**src/rtl/core/iirdf1_pkg.sv**
```systemverilog
`timescale 1ns / 1ps

package iirdf1_pkg;

    localparam int TAPS       = 8;
    localparam int Q_SHIFT    = 13;
    localparam int SAMPLE_W   = 16;
    localparam int COEFF_W    = 16;
    localparam int INDEX_W    = 3;
    localparam int HIST_W     = 19;
    localparam int ACC_W      = 32;
    localparam int PROD_W     = COEFF_W + HIST_W;
    localparam int PTR_W      = $clog2(TAPS);
    localparam int MEM_DEPTH  = 2 * TAPS;
    localparam int ADDR_W     = $clog2(MEM_DEPTH);

    typedef enum logic [1:0] {
        OP_FILTER = 2'd0,
        OP_WR_NUM = 2'd1,
        OP_WR_DEN = 2'd2
    } t_op;

    typedef enum logic [1:0] {
        ST_IDLE,
        ST_RUN,
        ST_DRAIN,
        ST_DONE
    } t_state;

    typedef struct packed {
        logic clear;
        logic issue;
        logic sub;
    } t_mac_ctl;

endpackage

```
**src/rtl/core/iirdf1_if.sv**
```systemverilog
`timescale 1ns / 1ps

interface iirdf1_in_if;
    import iirdf1_pkg::*;

    logic                       valid;
    logic                       ready;
    logic [1:0]                 op;
    logic signed [SAMPLE_W-1:0] sample_in;
    logic [INDEX_W-1:0]         coeff_index;
    logic signed [COEFF_W-1:0]  coeff_value;

    modport source (output valid, output op, output sample_in, output coeff_index,
                     output coeff_value, input ready);
    modport sink (input valid, input op, input sample_in, input coeff_index,
                   input coeff_value, output ready);
endinterface

interface iirdf1_out_if;
    import iirdf1_pkg::*;

    logic                       valid;
    logic                       ready;
    logic signed [SAMPLE_W-1:0] sample_out;

    modport source (output valid, output sample_out, input ready);
    modport sink (input valid, input sample_out, output ready);
endinterface

```
**src/rtl/core/iirdf1_ram.sv**
```systemverilog
`timescale 1ns / 1ps

module iirdf1_ram #(
    parameter int WIDTH = 16,
    parameter int DEPTH = 16
) (
    input  logic                     i_clk,
    input  logic                     i_rst_n,
    input  logic                     i_wr_en,
    input  logic [$clog2(DEPTH)-1:0] i_wr_addr,
    input  logic [WIDTH-1:0]         i_wr_data,
    input  logic                     i_rd_en,
    input  logic [$clog2(DEPTH)-1:0] i_rd_addr,
    output logic [WIDTH-1:0]         o_rd_data
);

    logic [WIDTH-1:0] r_mem [DEPTH];
    logic [DEPTH-1:0] r_valid;
    logic [WIDTH-1:0] r_rd_data;
    logic             r_rd_valid;

    always_ff @(posedge i_clk) begin
        if (i_wr_en) begin
            r_mem[i_wr_addr] <= i_wr_data;
        end
        if (i_rd_en) begin
            r_rd_data <= r_mem[i_rd_addr];
        end
    end

    // Entries never written since reset read as zero.
    always_ff @(posedge i_clk) begin
        if (!i_rst_n) begin
            r_valid    <= '0;
            r_rd_valid <= 1'b0;
        end else begin
            if (i_wr_en) begin
                r_valid[i_wr_addr] <= 1'b1;
            end
            if (i_rd_en) begin
                r_rd_valid <= r_valid[i_rd_addr];
            end
        end
    end

    assign o_rd_data = r_rd_valid ? r_rd_data : '0;

endmodule

```
**src/rtl/core/iirdf1_mac.sv**
```systemverilog
`timescale 1ns / 1ps

module iirdf1_mac (
    input  logic                              i_clk,
    input  logic                              i_rst_n,
    input  iirdf1_pkg::t_mac_ctl              i_ctl,
    input  logic signed [iirdf1_pkg::COEFF_W-1:0] i_coeff,
    input  logic signed [iirdf1_pkg::HIST_W-1:0]  i_hist,
    output logic [iirdf1_pkg::ACC_W-1:0]      o_acc,
    output logic                              o_busy
);
    import iirdf1_pkg::*;

    logic                     r_v1;
    logic                     r_sub1;
    logic                     r_v2;
    logic                     r_sub2;
    logic [ACC_W-1:0]         r_prod;
    logic [ACC_W-1:0]         r_acc;
    logic signed [PROD_W-1:0] w_prod;

    assign w_prod = i_coeff * i_hist;

    always_ff @(posedge i_clk) begin
        if (!i_rst_n) begin
            r_v1 <= 1'b0;
            r_v2 <= 1'b0;
        end else begin
            r_v1 <= i_ctl.issue;
            r_v2 <= r_v1;
        end
    end

    // The read data arrives in the cycle after issue; the product is
    // registered, then folded into the accumulator modulo 2^32.
    always_ff @(posedge i_clk) begin
        r_sub1 <= i_ctl.sub;
        r_sub2 <= r_sub1;
        r_prod <= w_prod[ACC_W-1:0];
        if (i_ctl.clear) begin
            r_acc <= '0;
        end else if (r_v2) begin
            r_acc <= r_sub2 ? (r_acc - r_prod) : (r_acc + r_prod);
        end
    end

    assign o_acc  = r_acc;
    assign o_busy = r_v1 | r_v2;

endmodule

```
**src/rtl/core/iirdf1_ctrl.sv**
```systemverilog
`timescale 1ns / 1ps

module iirdf1_ctrl (
    input  logic                             i_clk,
    input  logic                             i_rst_n,
    iirdf1_in_if.sink                        i_in,
    iirdf1_out_if.source                     o_out,
    input  logic [iirdf1_pkg::ACC_W-1:0]     i_acc,
    input  logic                             i_mac_busy,
    output iirdf1_pkg::t_mac_ctl             o_mac_ctl,
    output logic                             o_coeff_wr_en,
    output logic [iirdf1_pkg::ADDR_W-1:0]    o_coeff_wr_addr,
    output logic [iirdf1_pkg::COEFF_W-1:0]   o_coeff_wr_data,
    output logic [iirdf1_pkg::ADDR_W-1:0]    o_coeff_rd_addr,
    output logic                             o_hist_wr_en,
    output logic [iirdf1_pkg::ADDR_W-1:0]    o_hist_wr_addr,
    output logic [iirdf1_pkg::HIST_W-1:0]    o_hist_wr_data,
    output logic [iirdf1_pkg::ADDR_W-1:0]    o_hist_rd_addr
);
    import iirdf1_pkg::*;

    t_state             r_state, n_state;
    logic [PTR_W-1:0]   r_ptr, n_ptr;
    logic [PTR_W-1:0]   r_k, n_k;
    logic [PTR_W-1:0]   r_back, n_back;
    logic               r_phase, n_phase;
    logic               r_out_valid, n_out_valid;
    logic [SAMPLE_W-1:0] r_out_data, n_out_data;

    logic               w_accept;
    logic               w_filter;
    logic               w_coeff_wr;
    logic               w_last_tap;
    logic               w_out_free;
    logic [PTR_W-1:0]   w_ptr_next;
    logic [PTR_W-1:0]   w_back_dec;
    logic [PTR_W-1:0]   w_ptr_dec;

    assign w_accept   = i_in.valid && i_in.ready;
    assign w_filter   = w_accept && (i_in.op == OP_FILTER);
    assign w_coeff_wr = w_accept && ((i_in.op == OP_WR_NUM) || (i_in.op == OP_WR_DEN))
                        && (int'(i_in.coeff_index) < TAPS);
    assign w_last_tap = (r_k == PTR_W'(TAPS - 1));
    assign w_out_free = !r_out_valid || o_out.ready;
    assign w_ptr_next = (r_ptr == PTR_W'(TAPS - 1)) ? '0 : r_ptr + PTR_W'(1);
    assign w_back_dec = (r_back == '0) ? PTR_W'(TAPS - 1) : r_back - PTR_W'(1);
    assign w_ptr_dec  = (r_ptr == '0) ? PTR_W'(TAPS - 1) : r_ptr - PTR_W'(1);

    always_comb begin
        n_state = r_state;
        unique case (r_state)
            ST_IDLE: begin
                if (w_filter) begin
                    n_state = ST_RUN;
                end
            end
            ST_RUN: begin
                if (r_phase && w_last_tap) begin
                    n_state = ST_DRAIN;
                end
            end
            ST_DRAIN: begin
                if (!i_mac_busy) begin
                    n_state = ST_DONE;
                end
            end
            ST_DONE: begin
                if (w_out_free) begin
                    n_state = ST_IDLE;
                end
            end
            default: n_state = ST_IDLE;
        endcase
    end

    always_comb begin
        i_in.ready      = 1'b0;
        o_mac_ctl       = '0;
        n_ptr           = r_ptr;
        n_k             = r_k;
        n_back          = r_back;
        n_phase         = r_phase;
        n_out_valid     = r_out_valid && !o_out.ready;
        n_out_data      = r_out_data;
        o_hist_wr_en    = 1'b0;
        o_hist_wr_addr  = ADDR_W'(w_ptr_next);
        o_hist_wr_data  = HIST_W'(i_in.sample_in);
        unique case (r_state)
            ST_IDLE: begin
                i_in.ready = 1'b1;
                if (w_filter) begin
                    o_mac_ctl.clear = 1'b1;
                    o_hist_wr_en    = 1'b1;
                    n_ptr           = w_ptr_next;
                    n_k             = '0;
                    n_back          = w_ptr_next;
                    n_phase         = 1'b0;
                end
            end
            ST_RUN: begin
                o_mac_ctl.issue = 1'b1;
                o_mac_ctl.sub   = r_phase;
                if (!r_phase && w_last_tap) begin
                    // Feedback taps start at one sample back.
                    n_phase = 1'b1;
                    n_k     = PTR_W'(1);
                    n_back  = w_ptr_dec;
                end else begin
                    n_k    = r_k + PTR_W'(1);
                    n_back = w_back_dec;
                end
            end
            ST_DRAIN: begin
            end
            ST_DONE: begin
                if (w_out_free) begin
                    n_out_valid    = 1'b1;
                    n_out_data     = i_acc[Q_SHIFT+SAMPLE_W-1:Q_SHIFT];
                    o_hist_wr_en   = 1'b1;
                    o_hist_wr_addr = ADDR_W'(TAPS) + ADDR_W'(r_ptr);
                    o_hist_wr_data = i_acc[ACC_W-1:Q_SHIFT];
                end
            end
            default: begin
            end
        endcase
    end

    // Samples and feedforward coefficients live in the lower half of each
    // memory, outputs and feedback coefficients in the upper half.
    assign o_coeff_rd_addr = r_phase ? (ADDR_W'(TAPS) + ADDR_W'(r_k)) : ADDR_W'(r_k);
    assign o_hist_rd_addr  = r_phase ? (ADDR_W'(TAPS) + ADDR_W'(r_back)) : ADDR_W'(r_back);
    assign o_coeff_wr_en   = w_coeff_wr;
    assign o_coeff_wr_addr = (i_in.op == OP_WR_DEN)
                             ? (ADDR_W'(TAPS) + ADDR_W'(i_in.coeff_index))
                             : ADDR_W'(i_in.coeff_index);
    assign o_coeff_wr_data = i_in.coeff_value;

    assign o_out.valid      = r_out_valid;
    assign o_out.sample_out = r_out_data;

    always_ff @(posedge i_clk) begin
        if (!i_rst_n) begin
            r_state     <= ST_IDLE;
            r_ptr       <= '0;
            r_k         <= '0;
            r_back      <= '0;
            r_phase     <= 1'b0;
            r_out_valid <= 1'b0;
        end else begin
            r_state     <= n_state;
            r_ptr       <= n_ptr;
            r_k         <= n_k;
            r_back      <= n_back;
            r_phase     <= n_phase;
            r_out_valid <= n_out_valid;
        end
    end

    always_ff @(posedge i_clk) begin
        r_out_data <= n_out_data;
    end

endmodule

```
**src/rtl/core/iir_direct_form_one_filter.sv**
```systemverilog
`timescale 1ns / 1ps

// Channel   Modport  Word
// i_in      sink     op, sample_in, coeff_index, coeff_value
// o_out     source   sample_out
//
// A coefficient write or an unused op code is taken while idle and leaves the block idle.
// A sample is handled by one shared multiply-accumulate that walks 2*TAPS-1 taps
// through the single read port of each memory, then drains.
// Reset is synchronous and active low; all history and coefficients read as zero.
// A waiting result holds off only the end of the next sample, not its acceptance.
module iir_direct_form_one_filter (
    input  logic          i_clk,
    input  logic          i_rst_n,
    iirdf1_in_if.sink     i_in,
    iirdf1_out_if.source  o_out
);
    import iirdf1_pkg::*;

    t_mac_ctl            w_mac_ctl;
    logic [ACC_W-1:0]    w_acc;
    logic                w_mac_busy;
    logic                w_coeff_wr_en;
    logic [ADDR_W-1:0]   w_coeff_wr_addr;
    logic [COEFF_W-1:0]  w_coeff_wr_data;
    logic [ADDR_W-1:0]   w_coeff_rd_addr;
    logic [COEFF_W-1:0]  w_coeff_rd_data;
    logic                w_hist_wr_en;
    logic [ADDR_W-1:0]   w_hist_wr_addr;
    logic [HIST_W-1:0]   w_hist_wr_data;
    logic [ADDR_W-1:0]   w_hist_rd_addr;
    logic [HIST_W-1:0]   w_hist_rd_data;

    iirdf1_ctrl u_ctrl (
        .i_clk           (i_clk),
        .i_rst_n         (i_rst_n),
        .i_in            (i_in),
        .o_out           (o_out),
        .i_acc           (w_acc),
        .i_mac_busy      (w_mac_busy),
        .o_mac_ctl       (w_mac_ctl),
        .o_coeff_wr_en   (w_coeff_wr_en),
        .o_coeff_wr_addr (w_coeff_wr_addr),
        .o_coeff_wr_data (w_coeff_wr_data),
        .o_coeff_rd_addr (w_coeff_rd_addr),
        .o_hist_wr_en    (w_hist_wr_en),
        .o_hist_wr_addr  (w_hist_wr_addr),
        .o_hist_wr_data  (w_hist_wr_data),
        .o_hist_rd_addr  (w_hist_rd_addr)
    );

    iirdf1_ram #(
        .WIDTH (COEFF_W),
        .DEPTH (MEM_DEPTH)
    ) u_coeff_ram (
        .i_clk     (i_clk),
        .i_rst_n   (i_rst_n),
        .i_wr_en   (w_coeff_wr_en),
        .i_wr_addr (w_coeff_wr_addr),
        .i_wr_data (w_coeff_wr_data),
        .i_rd_en   (w_mac_ctl.issue),
        .i_rd_addr (w_coeff_rd_addr),
        .o_rd_data (w_coeff_rd_data)
    );

    iirdf1_ram #(
        .WIDTH (HIST_W),
        .DEPTH (MEM_DEPTH)
    ) u_hist_ram (
        .i_clk     (i_clk),
        .i_rst_n   (i_rst_n),
        .i_wr_en   (w_hist_wr_en),
        .i_wr_addr (w_hist_wr_addr),
        .i_wr_data (w_hist_wr_data),
        .i_rd_en   (w_mac_ctl.issue),
        .i_rd_addr (w_hist_rd_addr),
        .o_rd_data (w_hist_rd_data)
    );

    iirdf1_mac u_mac (
        .i_clk   (i_clk),
        .i_rst_n (i_rst_n),
        .i_ctl   (w_mac_ctl),
        .i_coeff (w_coeff_rd_data),
        .i_hist  (w_hist_rd_data),
        .o_acc   (w_acc),
        .o_busy  (w_mac_busy)
    );

endmodule

```
**src/flat_wrapper.sv**
```systemverilog
// flat-port wrapper written by rule: the top's interface ports become plain ports
module iir_direct_form_one_filter_flat import iirdf1_pkg::*;
  (i_clk, i_rst_n, i_in_valid, i_in_op, i_in_sample_in, i_in_coeff_index, i_in_coeff_value, i_in_ready, o_out_valid, o_out_sample_out, o_out_ready);
  iirdf1_in_if i_in_i ();
  iirdf1_out_if o_out_i ();
  input  logic i_clk;
  input  logic i_rst_n;
  input wire logic [$bits(i_in_i.valid)-1:0] i_in_valid;
  input wire logic [$bits(i_in_i.op)-1:0] i_in_op;
  input wire logic [$bits(i_in_i.sample_in)-1:0] i_in_sample_in;
  input wire logic [$bits(i_in_i.coeff_index)-1:0] i_in_coeff_index;
  input wire logic [$bits(i_in_i.coeff_value)-1:0] i_in_coeff_value;
  output wire logic [$bits(i_in_i.ready)-1:0] i_in_ready;
  output wire logic [$bits(o_out_i.valid)-1:0] o_out_valid;
  output wire logic [$bits(o_out_i.sample_out)-1:0] o_out_sample_out;
  input wire logic [$bits(o_out_i.ready)-1:0] o_out_ready;
  assign i_in_i.valid = i_in_valid;
  assign i_in_i.op = i_in_op;
  assign i_in_i.sample_in = i_in_sample_in;
  assign i_in_i.coeff_index = i_in_coeff_index;
  assign i_in_i.coeff_value = i_in_coeff_value;
  assign i_in_ready = i_in_i.ready;
  assign o_out_valid = o_out_i.valid;
  assign o_out_sample_out = o_out_i.sample_out;
  assign o_out_i.ready = o_out_ready;
  iir_direct_form_one_filter u_core (.i_clk(i_clk), .i_rst_n(i_rst_n), .i_in(i_in_i), .o_out(o_out_i));
endmodule
```
**config.mk**
```make
export PLATFORM = sky130hd
export DESIGN_NAME = iir_direct_form_one_filter_flat
export DESIGN_NICKNAME = d
export VERILOG_FILES = /design/src/rtl/core/iirdf1_pkg.sv /design/src/rtl/core/iirdf1_if.sv /design/src/rtl/core/iirdf1_ram.sv /design/src/rtl/core/iirdf1_mac.sv /design/src/rtl/core/iirdf1_ctrl.sv /design/src/rtl/core/iir_direct_form_one_filter.sv /design/src/flat_wrapper.sv
export SDC_FILE = /design/constraint.sdc
export NUM_CORES = 2
export LEC_CHECK = 0
export CAP_MARGIN = 20
export CORE_ASPECT_RATIO = 1.75
export CORE_MARGIN = 4
export CORE_UTILIZATION = 45
export CTS_BUF_LIST = sky130_fd_sc_hd__clkbuf_16
export CTS_CLUSTER_SIZE = 28
export DETAILED_ROUTE_END_ITERATION = 7
export DONT_BUFFER_PORTS = 1
export SYNTH_ARGS = -nofsm -noshare
export SYNTH_HDL_FRONTEND = slang
export SYNTH_SLANG_ARGS = --single-unit
```
**constraint.sdc**
```tcl
create_clock -name i_clk -period 9 [get_ports i_clk]
set_clock_uncertainty 0.15 [all_clocks]
set_input_delay 0.9 -clock i_clk [delete_from_list [all_inputs] [get_ports i_clk]]
set_output_delay 0.9 -clock i_clk [all_outputs]
set_load 0.02 [all_outputs]
```
==> impl_metrics.ini <==
[run_status]
status = completed

[floorplan]
die_area_um2 = 93000
placementRows = 143
fp.dieW_um = 232
fp.dieH_um = 401
start_util = 0.455
core_um2 = 87100
ios = 59

[setup_path]
arrival_ps = 8260
crit_type = reg -> reg
critPathCaptureType = flip-flop
start_kind = flip-flop
worstPathRequired_ps = 9430
path_max_fanout = 23
worstRegToRegCells = 22
r2r_slack_ps = 1170
reg2reg_from = u_core.u_coeff_ram.r_rd_valid$_SDFFE_PN0P_
rr_endpoint = u_core.u_mac.r_prod[31]$_DFF_P_

[yosys]
ys.flop_type = edfxtp_1
synth_edf_count = 611
synth_nets = 3316
yosysMostFrequentCell = edfxtp_1
yosysTopAreaCell = edfxtp_1
ys_top_cells_by_count = edfxtp_1 (611), inv_1 (352), fa_1 (282)
yosysSeqAreaShare = 0.521
synthArstFlopShare = 0
netlist_area_um2 = 39600
netlist.area_leader.share = 0.463
avgSynthCellArea_um2 = 13.8
synthDistinctLibCells = 71
synth_area_leaders = edfxtp_1 (46%), fa_1 (14%), mux4_2 (11%)
synthCells = 2863
yosys_warnings = 0
ys_seq_elements = 726

[power_and_ir_drop]
power.share.switching = 0.275
power_frac_comb = 0.186
p_int_mw = 6.13
pwr-share-clk = 0.345
pwr_density_cell_nw_per_um2 = 194
power.switching_mw = 2.32
p_leak_nw = 15.9
sequentialPowerShare = 0.469
ir_drop_v = 0.000204

[routing]
vias = 22758
first_pass_iters = 5
viasPerCell = 5.58
drt-initial-drc-count = 1669
wl_met1_um = 36300
route.met3.wl_um = 4100
top_layer = met4
drc = 0
drt-total-wl_um = 105000
ant_nets = 0
wl_met2_um = 58000
drt-wirelength-per-cell_um = 25.7

[finish]
diodes = 0
drive_gt1_frac = 0.133
syn2layout_area_growth_pct = 9.75
finalNetCount = 3318
final_core_util = 0.499

[min_path]
hp-start = u_core.u_mac.r_sub1$_SDFF_PN0_
hold_path_end = u_core.u_mac.r_sub2$_DFF_P_
hp-class = reg -> reg
hold_depth = 0

[clocking]
cts_buffers = 71
h-tree-depth = 3
cts.repair.resized = 0
clkSlewWorstSetupHoldPaths_ps = 60
cts_buffer_depth = 3
cts_setup_buffers = 0
worstSkewPairLatency_ps = 640
holdBufCountCts = 0
cts_tree = built
cts.sinks = 726
clock_tree.root_cell = clkbuf_16

[global_route]
antenna_found_initial = 0
globalRouteOverflowTotal = 0
grt_pass1_vias = 24920
grt_pass1_wl_um = 156000
grt_use_total = 0.229
grt_start_max_net_pins = 71

[sta]
slew-limit-headroom = 0.277
rsz0062_at_grt = no
tns_ps = 0
fmax_ghz = 0.128
fin_crit_sh = 0.870
worst_pin_slew_ps = 1080
setup_violations = 0
drv_slew = 0
fin_hold_ws_ps = 183
finalHoldViolCount = 0
layout_min_cycle_time_ps = 7830

[placement]
gp_congestion = 0.959
hpwl_um = 74100
io_buffers = 0

[job]
cap_violations = 0
## stage by stage
stage / power [mW] / setup WS (ps) / cell area, µm² / std cells
6_report: 8.45 / 1170 / 43500 / 4082
4_1_cts: 8.53 / 1130 / 43500 / 4081
2_1_floorplan: 5.17 / 2210 / 39600 / 2863
3_5_place_dp: 5.60 / 1100 / 41200 / 3951
3_3_place_gp: 5.56 / 1220 / 41100 / 3950
5_1_grt: 8.84 / 922 / 43500 / 4082
## cell usage in the layout, fill, tap and decap left out, types with 6 or more instances in the layout
master	Yosys	layout
o21ai_0	15	15
clkinv_1	0	8
o21a_1	43	43
a211oi_1	9	9
clkinv_2	0	12
nand4_1	8	8
a21oi_1	74	74
buf_4	0	42
and3_1	8	8
clkbuf_16	0	73
nand2_1	259	259
ha_1	130	129
nor4_1	6	6
nand3_1	34	34
a31oi_1	10	10
fa_1	282	282
dfxtp_1	115	108
edfxtp_1	611	611
inv_1	352	369
xor2_1	17	17
nor2_4	0	14
mux4_2	185	185
and2_1	40	40
nor2_2	1	15
nor2b_1	7	7
o21ai_1	26	26
nor2_1	270	242
xnor2_1	80	80
nand2b_1	11	11
mux2i_1	25	25
o21bai_1	11	11
nand3b_1	6	6
nor3_1	25	21
a21o_1	18	18
inv_2	4	7
## critical path, cell delays in order, from the launching register on
cell	delay, ps
dfxtp_1	810
buf_4	290
and2_1	570
nand2_1	170
fa_1	550
fa_1	520
fa_1	520
inv_1	50
fa_1	490
fa_1	500
inv_1	50
fa_1	470
inv_1	40
ha_1	340
a21o_1	200
nand2_1	70
a21oi_1	100
nor4_1	740
nor2_2	140
a41oi_4	340
o41ai_2	150
or4_1	410
nand4_1	90
## power by group through the flow
stage / Clock, mW / Sequential, mW / Combinational (mW)
floorplan: 0 / 3.93 / 1.24
global placement: 0 / 4.03 / 1.52
detailed placement: 0 / 4.04 / 1.56
CTS: 2.99 / 3.96 / 1.57
global route: 3.13 / 3.97 / 1.73
finish: 2.92 / 3.96 / 1.57
## final cells by class
type                            instances  area (µm²)
Inverter                              356        1340
Clock inverter                         57         465
Fill cell                            7539       43700
Clock buffer                           73        1830
Tap cell                             1160        1450
Timing Repair Buffer                   44         370
Sequential cell                       726       20700
Multi-Input combinational cell       1666       17400
## flip-flops by register name, summed over array words and instances, names as in the netlist, 16 cells and up
signal,cells
u_core.u_hist_ram.r_mem,304
u_core.u_coeff_ram.r_valid,16
u_core.u_hist_ram.r_valid,16
u_core.u_ctrl.o_out.sample_out,16
u_core.u_mac.o_acc,32
u_core.u_hist_ram.r_rd_data,19
u_core.u_coeff_ram.r_mem,256
u_core.u_mac.r_prod,32
u_core.u_coeff_ram.r_rd_data,16
## cell families after synthesis
logic type	Yosys count	share of synthesized area
simple gates	696	0.0756
mux	210	0.111
xor+xnor	97	0.0214
compound gates	251	0.0421
buf+inv	471	0.0447
fa+ha+maj	412	0.184
flops	726	0.521
## how the worst max path moves through the flow
stage,slack [ps],end,cells after the start,start
floorplan,2210,u_core.u_mac.r_prod[31]$_DFF_P_,25,u_core.u_coeff_ram.r_rd_valid$_SDFFE_PN0P_
global placement,1220,u_core.u_mac.r_prod[31]$_DFF_P_,22,u_core.u_coeff_ram.r_rd_valid$_SDFFE_PN0P_
detailed placement,1100,u_core.u_mac.r_prod[31]$_DFF_P_,22,u_core.u_coeff_ram.r_rd_valid$_SDFFE_PN0P_
CTS,1130,u_core.u_mac.r_prod[31]$_DFF_P_,22,u_core.u_coeff_ram.r_rd_valid$_SDFFE_PN0P_
global route,920,u_core.u_mac.r_prod[31]$_DFF_P_,22,u_core.u_coeff_ram.r_rd_valid$_SDFFE_PN0P_
finish,1170,u_core.u_mac.r_prod[31]$_DFF_P_,22,u_core.u_coeff_ram.r_rd_valid$_SDFFE_PN0P_
## per-layer routing
metal / GRT usage / vias to the layer above
li1: - / 10008
met1: 0.254 / 11905
met2: 0.422 / 611
met3: 0.0292 / 234
met4: 0.119 / 0
met5: 0 / -
(Power assumes the default switching activity.)
